--- src/rtl/skm_pkg.sv ---
// Shared types and constants for the scanned key matrix unit.
// Used by every module in rtl; depends on nothing.
package skm_pkg;

  localparam int MATRIX_ROWS = 8;
  localparam int OUT_WIDTH = 8;
  localparam int ROW_CNT_W = 4;
  localparam int SCAN_W = 8;

  localparam logic [2:0] CMD_MATRIX_KEY = 3'd0;
  localparam logic [2:0] CMD_SHIFT_KEY = 3'd1;
  localparam logic [2:0] CMD_CTRL_KEY = 3'd2;
  localparam logic [2:0] CMD_RUSLAT_KEY = 3'd3;
  localparam logic [2:0] CMD_SCAN_WRITE = 3'd4;
  localparam logic [2:0] CMD_LED_WRITE = 3'd5;

  localparam logic [1:0] FORCE_KEEP = 2'd0;
  localparam logic [1:0] FORCE_RELEASE = 2'd1;
  localparam logic [1:0] FORCE_PRESS = 2'd2;

  typedef logic [OUT_WIDTH-1:0] row_t;

  typedef struct packed {
    logic [2:0]        command;
    logic              pressed;
    logic [2:0]        row_index;
    logic [2:0]        bit_index;
    logic [1:0]        forced_shift;
    logic [SCAN_W-1:0] scan_value;
    logic              led_value;
  } item_t;

  typedef struct packed {
    row_t matrix_out;
    logic shift_line;
    logic ctrl_line;
    logic ruslat_line;
    logic russian_mode;
  } result_t;

  typedef struct packed {
    logic valid;
    logic take;
  } stage_ctl_t;

endpackage

--- src/rtl/skm_in_stage.sv ---
// Input register of the scanned key matrix unit.
// Depends on skm_pkg for the item type and the stage control struct.
module skm_in_stage (
  input  logic                clk,
  input  logic                rst,
  input  logic                in_valid,
  output logic                in_ready,
  input  skm_pkg::item_t      in_item,
  input  skm_pkg::stage_ctl_t ctl_in,
  output skm_pkg::stage_ctl_t ctl_out,
  output skm_pkg::item_t      item
);
  import skm_pkg::*;

  logic valid;

  assign in_ready = !valid || ctl_in.take;
  assign ctl_out.valid = valid;
  assign ctl_out.take = ctl_in.take;

  always_ff @(posedge clk) begin
    if (rst) begin
      valid <= 1'b0;
    end else if (in_ready) begin
      valid <= in_valid;
    end
  end

  always_ff @(posedge clk) begin
    if (in_valid && in_ready) begin
      item <= in_item;
    end
  end

endmodule

--- src/rtl/skm_core.sv ---
// Key matrix state, item update and answer logic with the result register.
// Depends on skm_pkg for types, command codes and matrix dimensions.
module skm_core (
  input  logic                     clk,
  input  logic                     rst,
  input  skm_pkg::stage_ctl_t      ctl_in,
  output skm_pkg::stage_ctl_t      ctl_out,
  input  skm_pkg::item_t           item,
  input  logic                     cfg_valid,
  input  logic [skm_pkg::ROW_CNT_W-1:0] cfg_data,
  output logic                     out_valid,
  input  logic                     out_ready,
  output skm_pkg::result_t         result
);
  import skm_pkg::*;

  row_t              matrix_rows [MATRIX_ROWS];
  row_t              matrix_rows_next [MATRIX_ROWS];
  logic [SCAN_W-1:0] scan_latch, scan_latch_next;
  logic              saved_shift, saved_shift_next;
  logic              shift_level, shift_level_next;
  logic              ctrl_level, ctrl_level_next;
  logic              ruslat_level, ruslat_level_next;
  logic              alphabet_mode, alphabet_mode_next;
  logic              led_seen_valid, led_seen_valid_next;
  logic              led_seen, led_seen_next;
  logic              led_applied_valid, led_applied_valid_next;
  logic              led_applied, led_applied_next;
  logic [ROW_CNT_W-1:0] scan_rows_used;
  logic              take;
  logic              key_ok;
  row_t              answer;

  assign take = ctl_in.valid && (!out_valid || out_ready);
  assign ctl_out.valid = ctl_in.valid;
  assign ctl_out.take = !out_valid || out_ready;

  assign key_ok = (int'(item.row_index) < MATRIX_ROWS) && (int'(item.bit_index) < OUT_WIDTH);

  always_comb begin
    for (int i = 0; i < MATRIX_ROWS; i++) begin
      matrix_rows_next[i] = matrix_rows[i];
    end
    scan_latch_next = scan_latch;
    saved_shift_next = saved_shift;
    shift_level_next = shift_level;
    ctrl_level_next = ctrl_level;
    ruslat_level_next = ruslat_level;
    alphabet_mode_next = alphabet_mode;
    led_seen_valid_next = led_seen_valid;
    led_seen_next = led_seen;
    led_applied_valid_next = led_applied_valid;
    led_applied_next = led_applied;
    unique case (item.command)
      CMD_MATRIX_KEY: begin
        if (key_ok) begin
          for (int i = 0; i < MATRIX_ROWS; i++) begin
            if (int'(item.row_index) == i) begin
              matrix_rows_next[i][item.bit_index] = !item.pressed;
            end
          end
          if (item.forced_shift == FORCE_RELEASE || item.forced_shift == FORCE_PRESS) begin
            if (item.pressed) begin
              saved_shift_next = shift_level;
              shift_level_next = (item.forced_shift != FORCE_PRESS);
            end else begin
              shift_level_next = saved_shift;
            end
          end
        end
      end
      CMD_SHIFT_KEY: begin
        shift_level_next = !item.pressed;
        saved_shift_next = !item.pressed;
      end
      CMD_CTRL_KEY: begin
        ctrl_level_next = !item.pressed;
      end
      CMD_RUSLAT_KEY: begin
        ruslat_level_next = !item.pressed;
        if (item.pressed) begin
          alphabet_mode_next = !alphabet_mode;
        end
      end
      CMD_SCAN_WRITE: begin
        scan_latch_next = item.scan_value;
        if (led_seen_valid && (!led_applied_valid || led_seen != led_applied)) begin
          led_applied_valid_next = 1'b1;
          led_applied_next = led_seen;
          alphabet_mode_next = led_seen;
        end
      end
      CMD_LED_WRITE: begin
        led_seen_valid_next = 1'b1;
        led_seen_next = item.led_value;
      end
      default: begin
      end
    endcase
  end

  always_comb begin
    answer = '1;
    for (int i = 0; i < MATRIX_ROWS; i++) begin
      if (ROW_CNT_W'(i) < scan_rows_used && !scan_latch_next[i]) begin
        answer = answer & matrix_rows_next[i];
      end
    end
  end

  always_ff @(posedge clk) begin
    if (rst) begin
      for (int i = 0; i < MATRIX_ROWS; i++) begin
        matrix_rows[i] <= '1;
      end
      scan_latch <= '1;
      saved_shift <= 1'b1;
      shift_level <= 1'b1;
      ctrl_level <= 1'b1;
      ruslat_level <= 1'b1;
      alphabet_mode <= 1'b0;
      led_seen_valid <= 1'b0;
      led_seen <= 1'b0;
      led_applied_valid <= 1'b0;
      led_applied <= 1'b0;
    end else if (take) begin
      for (int i = 0; i < MATRIX_ROWS; i++) begin
        matrix_rows[i] <= matrix_rows_next[i];
      end
      scan_latch <= scan_latch_next;
      saved_shift <= saved_shift_next;
      shift_level <= shift_level_next;
      ctrl_level <= ctrl_level_next;
      ruslat_level <= ruslat_level_next;
      alphabet_mode <= alphabet_mode_next;
      led_seen_valid <= led_seen_valid_next;
      led_seen <= led_seen_next;
      led_applied_valid <= led_applied_valid_next;
      led_applied <= led_applied_next;
    end
  end

  always_ff @(posedge clk) begin
    if (rst) begin
      scan_rows_used <= ROW_CNT_W'(MATRIX_ROWS);
    end else if (cfg_valid) begin
      scan_rows_used <= cfg_data;
    end
  end

  always_ff @(posedge clk) begin
    if (rst) begin
      out_valid <= 1'b0;
    end else if (!out_valid || out_ready) begin
      out_valid <= ctl_in.valid;
    end
  end

  always_ff @(posedge clk) begin
    if (take) begin
      result.matrix_out <= answer;
      result.shift_line <= shift_level_next;
      result.ctrl_line <= ctrl_level_next;
      result.ruslat_line <= ruslat_level_next;
      result.russian_mode <= alphabet_mode_next;
    end
  end

endmodule

--- src/rtl/scanned_key_matrix_unit.sv ---
// Scanned key matrix unit: 8x8 active-low key matrix with Shift, Ctrl and
// Rus/Lat lines. An input word passes the input register, the combinational
// state update and the result register to become a result word; one word is
// taken every cycle unless m_tready stalls the result register. Synchronous
// reset returns all keys released, scan latch all ones and Latin mode at once.
module scanned_key_matrix_unit (
  input  logic        clk,
  input  logic        rst,
  input  logic        s_tvalid,
  output logic        s_tready,
  // pressed, row_index[2:0], bit_index[2:0], forced_shift[1:0],
  // scan_value[7:0], led_value, zero fill
  input  logic [23:0] s_tdata,
  // command[2:0]
  input  logic [2:0]  s_tuser,
  output logic        m_tvalid,
  input  logic        m_tready,
  // matrix_out[7:0], shift_line, ctrl_line, ruslat_line, russian_mode, zero fill
  output logic [15:0] m_tdata,
  input  logic        cfg_valid,
  output logic        cfg_ready,
  input  logic [3:0]  cfg_data
);
  import skm_pkg::*;

  item_t      in_item;
  item_t      item;
  result_t    result;
  stage_ctl_t in_ctl;
  stage_ctl_t core_ctl;

  assign in_item.command = s_tuser;
  assign in_item.pressed = s_tdata[0];
  assign in_item.row_index = s_tdata[3:1];
  assign in_item.bit_index = s_tdata[6:4];
  assign in_item.forced_shift = s_tdata[8:7];
  assign in_item.scan_value = s_tdata[16:9];
  assign in_item.led_value = s_tdata[17];

  assign cfg_ready = 1'b1;

  skm_in_stage u_in_stage (
    .clk      (clk),
    .rst      (rst),
    .in_valid (s_tvalid),
    .in_ready (s_tready),
    .in_item  (in_item),
    .ctl_in   (core_ctl),
    .ctl_out  (in_ctl),
    .item     (item)
  );

  skm_core u_core (
    .clk       (clk),
    .rst       (rst),
    .ctl_in    (in_ctl),
    .ctl_out   (core_ctl),
    .item      (item),
    .cfg_valid (cfg_valid),
    .cfg_data  (cfg_data),
    .out_valid (m_tvalid),
    .out_ready (m_tready),
    .result    (result)
  );

  assign m_tdata = {4'b0000, result.russian_mode, result.ruslat_line, result.ctrl_line,
                    result.shift_line, result.matrix_out};

endmodule
--- config.mk ---
export PLATFORM = sky130hd
export DESIGN_NAME = scanned_key_matrix_unit
export DESIGN_NICKNAME = d
export VERILOG_FILES = /design/src/rtl/skm_pkg.sv /design/src/rtl/skm_in_stage.sv /design/src/rtl/skm_core.sv /design/src/rtl/scanned_key_matrix_unit.sv
export SDC_FILE = /design/constraint.sdc
export NUM_CORES = 1
export LEC_CHECK = 0
export CORE_MARGIN = 2
export CORE_UTILIZATION = 40
export CTS_CLUSTER_DIAMETER = 60
export DETAILED_ROUTE_END_ITERATION = 10
export DONT_BUFFER_PORTS = 1
export GPL_ROUTABILITY_DRIVEN = 0
export PLACE_DENSITY_LB_ADDON = 0.3
export RECOVER_POWER = 100
export SLEW_MARGIN = 20
export SYNTH_ARGS = -nofsm -noshare
export SYNTH_HDL_FRONTEND = slang
export SYNTH_SLANG_ARGS = --single-unit
export TNS_END_PERCENT = 5
--- constraint.sdc ---
create_clock -name clk -period 5.49 [get_ports clk]
set_clock_uncertainty 0.1 [all_clocks]
set_input_delay 0.8235 -clock clk [delete_from_list [all_inputs] [get_ports clk]]
set_output_delay 0.8235 -clock clk [all_outputs]
set_load 0.01 [all_outputs]
==> flow_metrics.py, run 1 <==
metrics = {
    "status": {
        "status": "finished, violations left",
        "violations": "capacitance limit, slew limit",
    },
    "global_route": {
        "grt-ovfl-total": 0,
        "grt_max_degree": 71,
        "grt_antenna_before_repair": 0,
        "grt_pass1_vias": 4380,
        "grtUsageTotal_pct": 19.67,
        "grt_pass1_wl_um": 24040,
    },
    "clock_tree": {
        "cts_resized": 0,
        "root_buffer": "clkbuf_16",
        "hold_buffers": 0,
        "cts_buffers": 17,
        "cts.sinks": 120,
        "cts_tree": "done",
        "htreeDepth": 4,
        "insertion_delay_ns": 0.43,
        "clk_pin_slew_ns": 0.05,
        "postCtsSetupBuffers": 0,
        "clockBufferDepth": 2,
    },
    "worst_hold_path": {
        "hold_class": "input port to register",
        "worst_hold_path.endpoint": "u_core.led_seen_valid",
        "whs_path_depth": 1,
        "holdCritStartpoint": "rst",
    },
    "power_and_ir_drop": {
        "comb_power_share_pct": 5.1,
        "seqPwrFrac_pct": 44.6,
        "power.switching_uw": 513.8,
        "swShare_pct": 22.40,
        "p_per_area_nw_per_um2": 344.3,
        "p_total_uw": 2294,
        "intPower_uw": 1780,
        "clockPowerShare_pct": 50.3,
        "leakagePower_uw": 0.001979,
        "ir_worst_vdd_mv": 0.3787,
    },
    "synthesis": {
        "ys_ff_latch": 120,
        "ys_seq_area_share_pct": 55.29,
        "synth_top_flop_cell": "edfxtp_1",
        "postSynthAreaPerCell_um2": 10.95,
        "synth_cell_types": 49,
        "syn_inst": 557,
        "synth_edf_count": 97,
        "netlist_area_um2": 6101,
        "yosysWarnings": 0,
        "async_reset_ff_share_pct": 0,
    },
    "sta": {
        "period_share_pct": 75.61,
        "setup_tns_ns": 0,
        "finalHoldViolations": 0,
        "slew_headroom_pct": -112.4,
        "finalSetupViolCount": 0,
        "clock.fmax_ghz": 0.2409,
        "max_slew.worst_pin.slew_ns": 3.186,
        "period_minus_slack_ns": 4.151,
        "drv_slew": 110,
        "rsz0062_at_grt": "false",
    },
    "die": {
        "die_h_um": 127.5,
        "core.rowCount": 45,
        "die_width_um": 127.5,
        "initial_core_util_pct": 40.58,
        "core_um2": 15030,
        "die_area_um2": 16260,
        "io_pins": 55,
    },
    "layout": {
        "drive_above_1_share_pct": 8.972,
        "nNetsFinal": 559,
        "layout_commonest_cell": "a31oi_1",
        "antenna_cells": 0,
        "final_cell_mix": "a31oi_1, edfxtp_1, nand2b_1",
        "syn_to_final_growth_pct": 9.188,
        "fill_cells": 1411,
        "multi_input_area_um2": 2352,
        "seq_area_um2": 3373,
    },
    "detailed_routing": {
        "vias": 4556,
        "detail_route.vias_per_cell": 6.302,
        "drt.antenna.violating_nets": 0,
        "drc": 0,
        "finalWirelength_um": 15390,
        "first_pass_iters": 8,
        "drt_iter0_drc": 550,
        "post_drt_wl_per_cell_um": 21.29,
    },
    "critical_path": {
        "rr_worst_depth": 4,
        "reg2reg_slack_ns": 1.52,
        "r2r_start": "u_core.out_valid",
        "required_ns": 5.39,
        "crit_fanout": 38,
        "r2r-end": "u_core.matrix_rows[0][61]",
        "cp.arrival_ns": 4.05,
        "cp-end-kind": "register",
        "crit_path_start": "rst",
        "worstSetupPathType": "input port to register",
        "crit_path_start_kind": "input port",
    },
    "place": {
        "io_buffers": 0,
        "dp_hpwl_um": 8861,
    },
    "flow_run": {
        "maxCapViolCount": 2,
    },
}
## worst max path at each step
stage	cells past startpoint	end	slack, ns
CTS	6	u_core.result[7]	2.11
global route	3	u_core.matrix_rows[0][14]	1.04
detailed placement	6	u_core.result[7]	2.12
floorplan	5	u_core.shift_level	2.21
global placement	6	u_core.result[7]	2.17
finish	3	u_core.matrix_rows[0][61]	1.34
## power groups by stage
stage | combinational, uW | clock (uW) | sequential (uW)
finish | 117 | 1150 | 1020
global route | 125 | 1210 | 1030
CTS | 116 | 1170 | 1020
detailed placement | 116 | 0 | 1040
global placement | 114 | 0 | 1040
floorplan | 98.9 | 0 | 1030
## cell usage after synthesis (all sizes together), types with 2 or more instances
master	instances	area, um2
clkbuf	37	138.9
nor2b	5	31.28
nand2	27	103.9
o211ai	2	15.01
o41ai	2	25.03
and3b	4	35.03
nor3b	6	71.32
conb	2	7.510
a211o	2	17.52
o21a	2	15.01
mux2i	16	160.2
a31oi	127	794.5
and2	10	62.56
o21ai	2	10.01
dfxtp	23	460.4
nand2b	62	387.9
buf	29	202.7
nor2	19	71.32
a21oi	7	35.03
inv	7	26.28
edfxtp	97	2913
nor4	9	96.34
o22ai	34	212.7
nand3	7	35.03
or2b	4	30.03
nand4b	2	17.52
## worst max-delay path: stages
cell and delay (ns):
inv_1 0.41, nand2_1 1.13, clkbuf_1 1.65
## metal layers
layer,wire [um],GRT usage (%),up-vias
met5,0,0,-
met4,492,8.920,0
met3,1468,6.868,46
met2,7044,29.63,238
met1,6386,25.57,2202
li1,-,-,2070
## cell families (layout without fill, tap and decap cells)
kind of cell / Yosys count / in the layout / share of synthesized area (%)
buf+inv: 74 / 49 / 6.091
simple gates: 159 / 159 / 16.24
mux: 16 / 16 / 2.625
flops: 120 / 120 / 55.29
compound gates: 184 / 184 / 19.28
fa+ha+maj: 1 / 1 / 0.2051
xor+xnor: 1 / 1 / 0.1436
other cells: 2 / 5 / 0.1231
## final cells by class
type	count	area share, %
Multi-Input combinational cell	366	35.31
Inverter	8	0.4508
Clock inverter	14	2.724
Clock buffer	18	6.443
Sequential cell	120	50.64
Tap cell	188	3.531
Timing Repair Buffer	9	0.9016
## metrics by stage
step | setup WS, ns | hold slack (ns) | instance area (um2) | util [%] | instances
2_1_floorplan | 2.208 | 0.3361 | 6112 | - | 560
3_3_place_gp | 2.175 | 0.3438 | 6088 | 40.50 | 691
3_5_place_dp | 2.123 | 0.3644 | 6088 | 40.50 | 691
4_1_cts | 2.112 | 0.3526 | 6699 | 44.56 | 723
5_1_grt | 1.043 | 0.3544 | 6661 | 44.31 | 723
6_report | 1.339 | 0.3706 | 6661 | 44.31 | 723
## registers in the layout (all words and copies together) (netlist names)
name	count
u_in_stage.valid	1
u_core.led_applied_valid	1
u_core.led_seen	1
u_core.saved_shift	1
u_core.shift_level	1
u_core.led_seen_valid	1
u_core.matrix_rows	64
u_core.ctrl_level	1
u_core.scan_latch	8
u_core.alphabet_mode	1
u_core.out_valid	1
u_core.scan_rows_used	4
u_core.ruslat_level	1
u_in_stage.item	21
u_core.led_applied	1
u_core.result	12
Note: power is estimated with default switching activity, not from simulation.
==> run 2, diff against run 1 <==
- clock period: 5.49 -> 4.05 ns (I/O delays scaled with it)
==> flow_metrics.py, run 2 (synthesis gave the netlist of run 1 again) <==
metrics = {
    "die": {
        "die_area_um2": 16260,
        "die_h_um": 127.5,
        "initial_core_util_pct": 40.58,
        "core.rowCount": 45,
        "io_pins": 55,
        "die_width_um": 127.5,
        "core_um2": 15030,
    },
    "status": {
        "status": "completed",
    },
    "power_and_ir_drop": {
        "p_per_area_nw_per_um2": 457.7,
        "intPower_uw": 2386,
        "clockPowerShare_pct": 49.6,
        "p_total_uw": 3062,
        "swShare_pct": 22.10,
        "power.switching_uw": 676.6,
        "comb_power_share_pct": 5.2,
        "ir_worst_vdd_mv": 0.3315,
        "leakagePower_uw": 0.002006,
        "seqPwrFrac_pct": 45.3,
    },
    "layout": {
        "seq_area_um2": 3373,
        "antenna_cells": 0,
        "largest_reg_flops": 64,
        "drive_above_1_share_pct": 9.276,
        "largest_register": "u_core.matrix_rows",
        "multi_input_area_um2": 2356,
        "final_cell_mix": "a31oi_1, edfxtp_1, nand2b_1",
        "fill_cells": 1386,
        "nNetsFinal": 563,
        "largest_registers": "u_core.matrix_rows x64, u_in_stage.item x21, u_core.result x12",
        "syn_to_final_growth_pct": 9.660,
        "layout_commonest_cell": "a31oi_1",
    },
    "clock_tree": {
        "cts_buffers": 17,
        "postCtsSetupBuffers": 0,
        "root_buffer": "clkbuf_16",
        "cts_tree": "done",
        "clk_pin_slew_ns": 0.05,
        "cts.sinks": 120,
        "cts_resized": 0,
        "insertion_delay_ns": 0.42,
        "clockBufferDepth": 2,
        "hold_buffers": 0,
        "htreeDepth": 4,
    },
    "sta": {
        "drv_slew": 0,
        "fin_ws_ns": 0.6713,
        "slew_headroom_pct": 0.8341,
        "setup_tns_ns": 0,
        "period_minus_slack_ns": 3.379,
        "rsz0062_at_grt": "false",
        "max_slew.worst_pin.slew_ns": 1.487,
        "finalHoldViolations": 0,
        "period_share_pct": 83.42,
        "clock.fmax_ghz": 0.2960,
        "holdWs_ns": 0.1519,
        "finalSetupViolCount": 0,
    },
    "place": {
        "io_buffers": 0,
        "dp_hpwl_um": 9041,
        "pre_cts_ws_ns": 0.9467,
    },
    "detailed_routing": {
        "drt_iter0_drc": 596,
        "drt.antenna.violating_nets": 0,
        "post_drt_wl_per_cell_um": 20.96,
        "vias": 4586,
        "first_pass_iters": 5,
        "finalWirelength_um": 15240,
        "drc": 0,
        "detail_route.vias_per_cell": 6.308,
    },
    "global_route": {
        "grt_pass1_vias": 4464,
        "grt_max_degree": 71,
        "grtUsageTotal_pct": 19.61,
        "grt_pass1_wl_um": 24290,
        "grt-ovfl-total": 0,
        "grt_antenna_before_repair": 0,
    },
    "critical_path": {
        "crit_fanout": 22,
        "required_ns": 4.09,
        "reg2reg_slack_ns": 0.67,
        "cp.arrival_ns": 3.41,
        "crit_path_start_kind": "register",
        "cp-end-kind": "register",
        "worstSetupPathType": "register to register",
    },
    "flow_run": {
        "maxCapViolCount": 0,
    },
    "worst_hold_path": {
        "hold_class": "input port to register",
    },
}
## run 2: changes by cell type in the layout (fill, tap and decap cells not counted), moves of 2 or more
cell	previous run	this run
and2_0	5	9
and2_1	5	1
bufinv_16	4	0
clkbuf_1	3	7
clkbuf_16	17	21
clkbuf_8	0	4
clkinvlp_4	4	0
clkinv_1	3	1
## run 2: cell type report
type	instances	share of cell area, %
multi-input cells	366	35.22
repair buffers	13	1.197
inverters	8	0.4488
flip-flops and latches	120	50.42
clock inverters	4	0.3553
well taps	188	3.516
clock buffers	28	8.846
## run 2: critical path, stage by stage, from the launching register on
cell and delay [ns]:
edfxtp_1 0.61, nor4b_4 0.90, buf_4 0.42, a31oi_1 0.14
a31oi_1 0.19, o22ai_1 0.12, nor4_1 0.60
## run 2: stage by stage
stage	area [um2]	std cells	utilization, %
after floorplan	6112	560	-
after global placement	6116	695	40.68
after detailed placement	6116	695	40.68
after CTS	6731	727	44.78
after global routing	6690	727	44.50
final	6690	727	44.50
## run 2: power by group through the flow
stage / Combinational (uW) / Clock, uW / Sequential, uW
finish: 158 / 1520 / 1390
global route: 170 / 1590 / 1390
CTS: 160 / 1540 / 1380
detailed placement: 159 / 0 / 1410
global placement: 156 / 0 / 1410
floorplan: 134 / 0 / 1400
## run 2: per-layer routing
| metal | track usage [%] | part of all wire, % | vias up |
|---|---|---|---|
| li1 | - | - | 2083 |
| met1 | 25.95 | 42 | 2202 |
| met2 | 29.92 | 46 | 261 |
| met3 | 5.779 | 10 | 40 |
| met4 | 8.662 | 2.7 | 0 |
| met5 | 0 | 0 | - |
## run 2: worst paths after layout
path / from / endpoint / cells past startpoint
worst min-delay path: rst / u_core.led_seen_valid / 1
worst max register to register: u_in_stage.item[18] / u_core.result[7] / 6
worst max-delay path: u_in_stage.item[18] / u_core.result[7] / 6
worst min register to register: u_core.ctrl_level / u_core.ctrl_level / 2
==> run 3, diff against run 2 <==
- clock period: 4.05 -> 2.9 ns (I/O delays scaled with it)
==> flow_metrics.py, run 3 (synthesis gave the netlist of run 1 again) <==
metrics = {
    "clock_tree": {
        "clockBufferDepth": 2,
        "cts.sinks": 120,
        "root_buffer": "clkbuf_16",
        "insertion_delay_ns": 0.42,
        "cts_buffers": 17,
        "clk_pin_slew_ns": 0.05,
        "htreeDepth": 4,
        "postCtsSetupBuffers": 0,
        "cts_tree": "done",
    },
    "layout": {
        "largest_registers": "u_core.matrix_rows x64, u_in_stage.item x21, u_core.result x12",
        "antenna_cells": 0,
        "largest_register": "u_core.matrix_rows",
        "syn_to_final_growth_pct": 15.32,
        "final_cell_mix": "a31oi_1, edfxtp_1, nand2b_1",
        "fin_util_pct": 46.80,
        "largest_reg_flops": 64,
        "drive_above_1_share_pct": 10.86,
        "nNetsFinal": 595,
        "layout_commonest_cell": "a31oi_1",
    },
    "die": {
        "die_area_um2": 16260,
        "core_um2": 15030,
        "initial_core_util_pct": 40.58,
        "io_pins": 55,
        "die_width_um": 127.5,
        "die_h_um": 127.5,
        "core.rowCount": 45,
    },
    "place": {
        "io_buffers": 0,
        "pre_cts_ws_ns": 0.2589,
        "dp_hpwl_um": 8970,
    },
    "global_route": {
        "grtUsageTotal_pct": 19.42,
        "grt_pass1_vias": 4571,
        "grt_antenna_before_repair": 0,
        "grt-ovfl-total": 0,
        "grt_max_degree": 71,
        "grt_pass1_wl_um": 24250,
    },
    "critical_path": {
        "cp.arrival_ns": 2.81,
        "r2r_start": "u_in_stage.item[18]",
        "rr_worst_depth": 6,
        "crit_fanout": 36,
        "reg2reg_slack_ns": 0.14,
        "critPathSlowestCell": "edfxtp_1",
        "path_cells": "nor4_4 > buf_12 > and2_0 > a31oi_1 > o22ai_1 > nor4_1",
        "worstSetupPathDepth": 6,
        "critical_path.top_delay_family": "simple AND/OR/NAND/NOR gates",
        "crit_path_start_kind": "register",
        "critPathBufInv": 1,
        "required_ns": 2.95,
        "worstSetupPathType": "register to register",
        "r2r-end": "u_core.result[4]",
        "cp-end-kind": "register",
        "slowest_delay_ns": 0.61,
    },
    "sta": {
        "rsz0062_at_grt": "false",
        "drv_slew": 0,
        "finalSetupViolCount": 0,
        "fin_ws_ns": 0.1426,
        "max_slew.worst_pin.slew_ns": 1.340,
        "holdWs_ns": 0.01651,
        "period_minus_slack_ns": 2.757,
        "clock.fmax_ghz": 0.3627,
        "period_share_pct": 95.08,
        "finalHoldViolations": 0,
        "setup_tns_ns": 0,
        "slew_headroom_pct": 10.63,
    },
    "power_and_ir_drop": {
        "p_total_uw": 4294,
        "intPower_uw": 3333,
        "seqPwrFrac_pct": 45.1,
        "leakagePower_uw": 0.002168,
        "p_per_area_nw_per_um2": 610.3,
        "clockPowerShare_pct": 48.8,
        "ir_worst_vdd_mv": 0.4724,
        "swShare_pct": 22.39,
        "power.switching_uw": 961.2,
        "comb_power_share_pct": 6.1,
    },
    "status": {
        "status": "completed",
    },
    "detailed_routing": {
        "detail_route.vias_per_cell": 6.169,
        "vias": 4682,
        "post_drt_wl_per_cell_um": 20.10,
        "first_pass_iters": 5,
        "finalWirelength_um": 15250,
        "drc": 0,
        "drt.antenna.violating_nets": 0,
        "drt_iter0_drc": 649,
    },
    "worst_hold_path": {
        "whs_path_depth": 1,
        "worst_hold_path.endpoint": "u_core.saved_shift",
        "holdCritStartpoint": "rst",
        "hold_class": "input port to register",
    },
    "flow_run": {
        "maxCapViolCount": 0,
    },
}
run 3: cell count changes in the layout (fill, tap and decap cells not counted), moves of 2 or more:
cell | before | now
dlygate4sd3_1 | 0 | 22
buf_4 | 8 | 15
buf_12 | 0 | 4
clkbuf_1 | 7 | 5
run 3: per-stage QoR:
stage / area, um2 / std cells
global placement: 6246 / 705
CTS: 7081 / 759
finish: 7036 / 759
floorplan: 6112 / 560
global route: 7036 / 759
detailed placement: 6257 / 705
run 3: layer usage:
metal	global-route usage [%]	vias to the layer above	part of all wire, %
met5	0	-	0
met4	8.016	0	1.7
met3	6.407	27	9.9
met2	30.45	220	47
met1	24.78	2295	41
li1	-	2140	-
run 3: power groups by stage:
stage	Combinational, uW	Clock (uW)	Sequential (uW)
final	262	2100	1940
after global routing	281	2190	1940
after global placement	232	0	1970
after floorplan	187	0	1950
after detailed placement	237	0	1970
after CTS	262	2120	1930
run 3: final cells by class:
type	count	area (um2)
well taps	188	235.2
multi-input cells	366	2362
clock inverters	5	26.28
inverters	8	30.03
clock buffers	27	576.8
flip-flops and latches	120	3373
fillers	1376	7998
repair buffers	45	431.7
run 3: worst max-delay path by stage:
| stage | slack [ns] | end | startpoint |
|---|---|---|---|
| after global routing | 0.03 | u_core.result[7] | u_in_stage.item[18] |
| after floorplan | 0.007 | u_core.shift_level | m_tready |
| after global placement | 0.28 | u_core.result[5] | u_in_stage.item[18] |
| after detailed placement | 0.26 | u_core.result[5] | u_in_stage.item[18] |
| after CTS | 0.25 | u_core.result[8] | u_in_stage.item[18] |
| final | 0.14 | u_core.result[4] | u_in_stage.item[18] |
run 3: repair_timing:
| action | CTS | global route |
|---|---|---|
| hold buffers | 22 | 0 |
| hold endpoints to repair | 30 | 0 |
| resized for setup | 0 | 0 |
run 3: worst register-to-register path: stages (launching register included):
cell	delay, ns
edfxtp_1	0.61
nor4_4	0.38
buf_12	0.25
and2_0	0.60
a31oi_1	0.22
o22ai_1	0.21
nor4_1	0.12
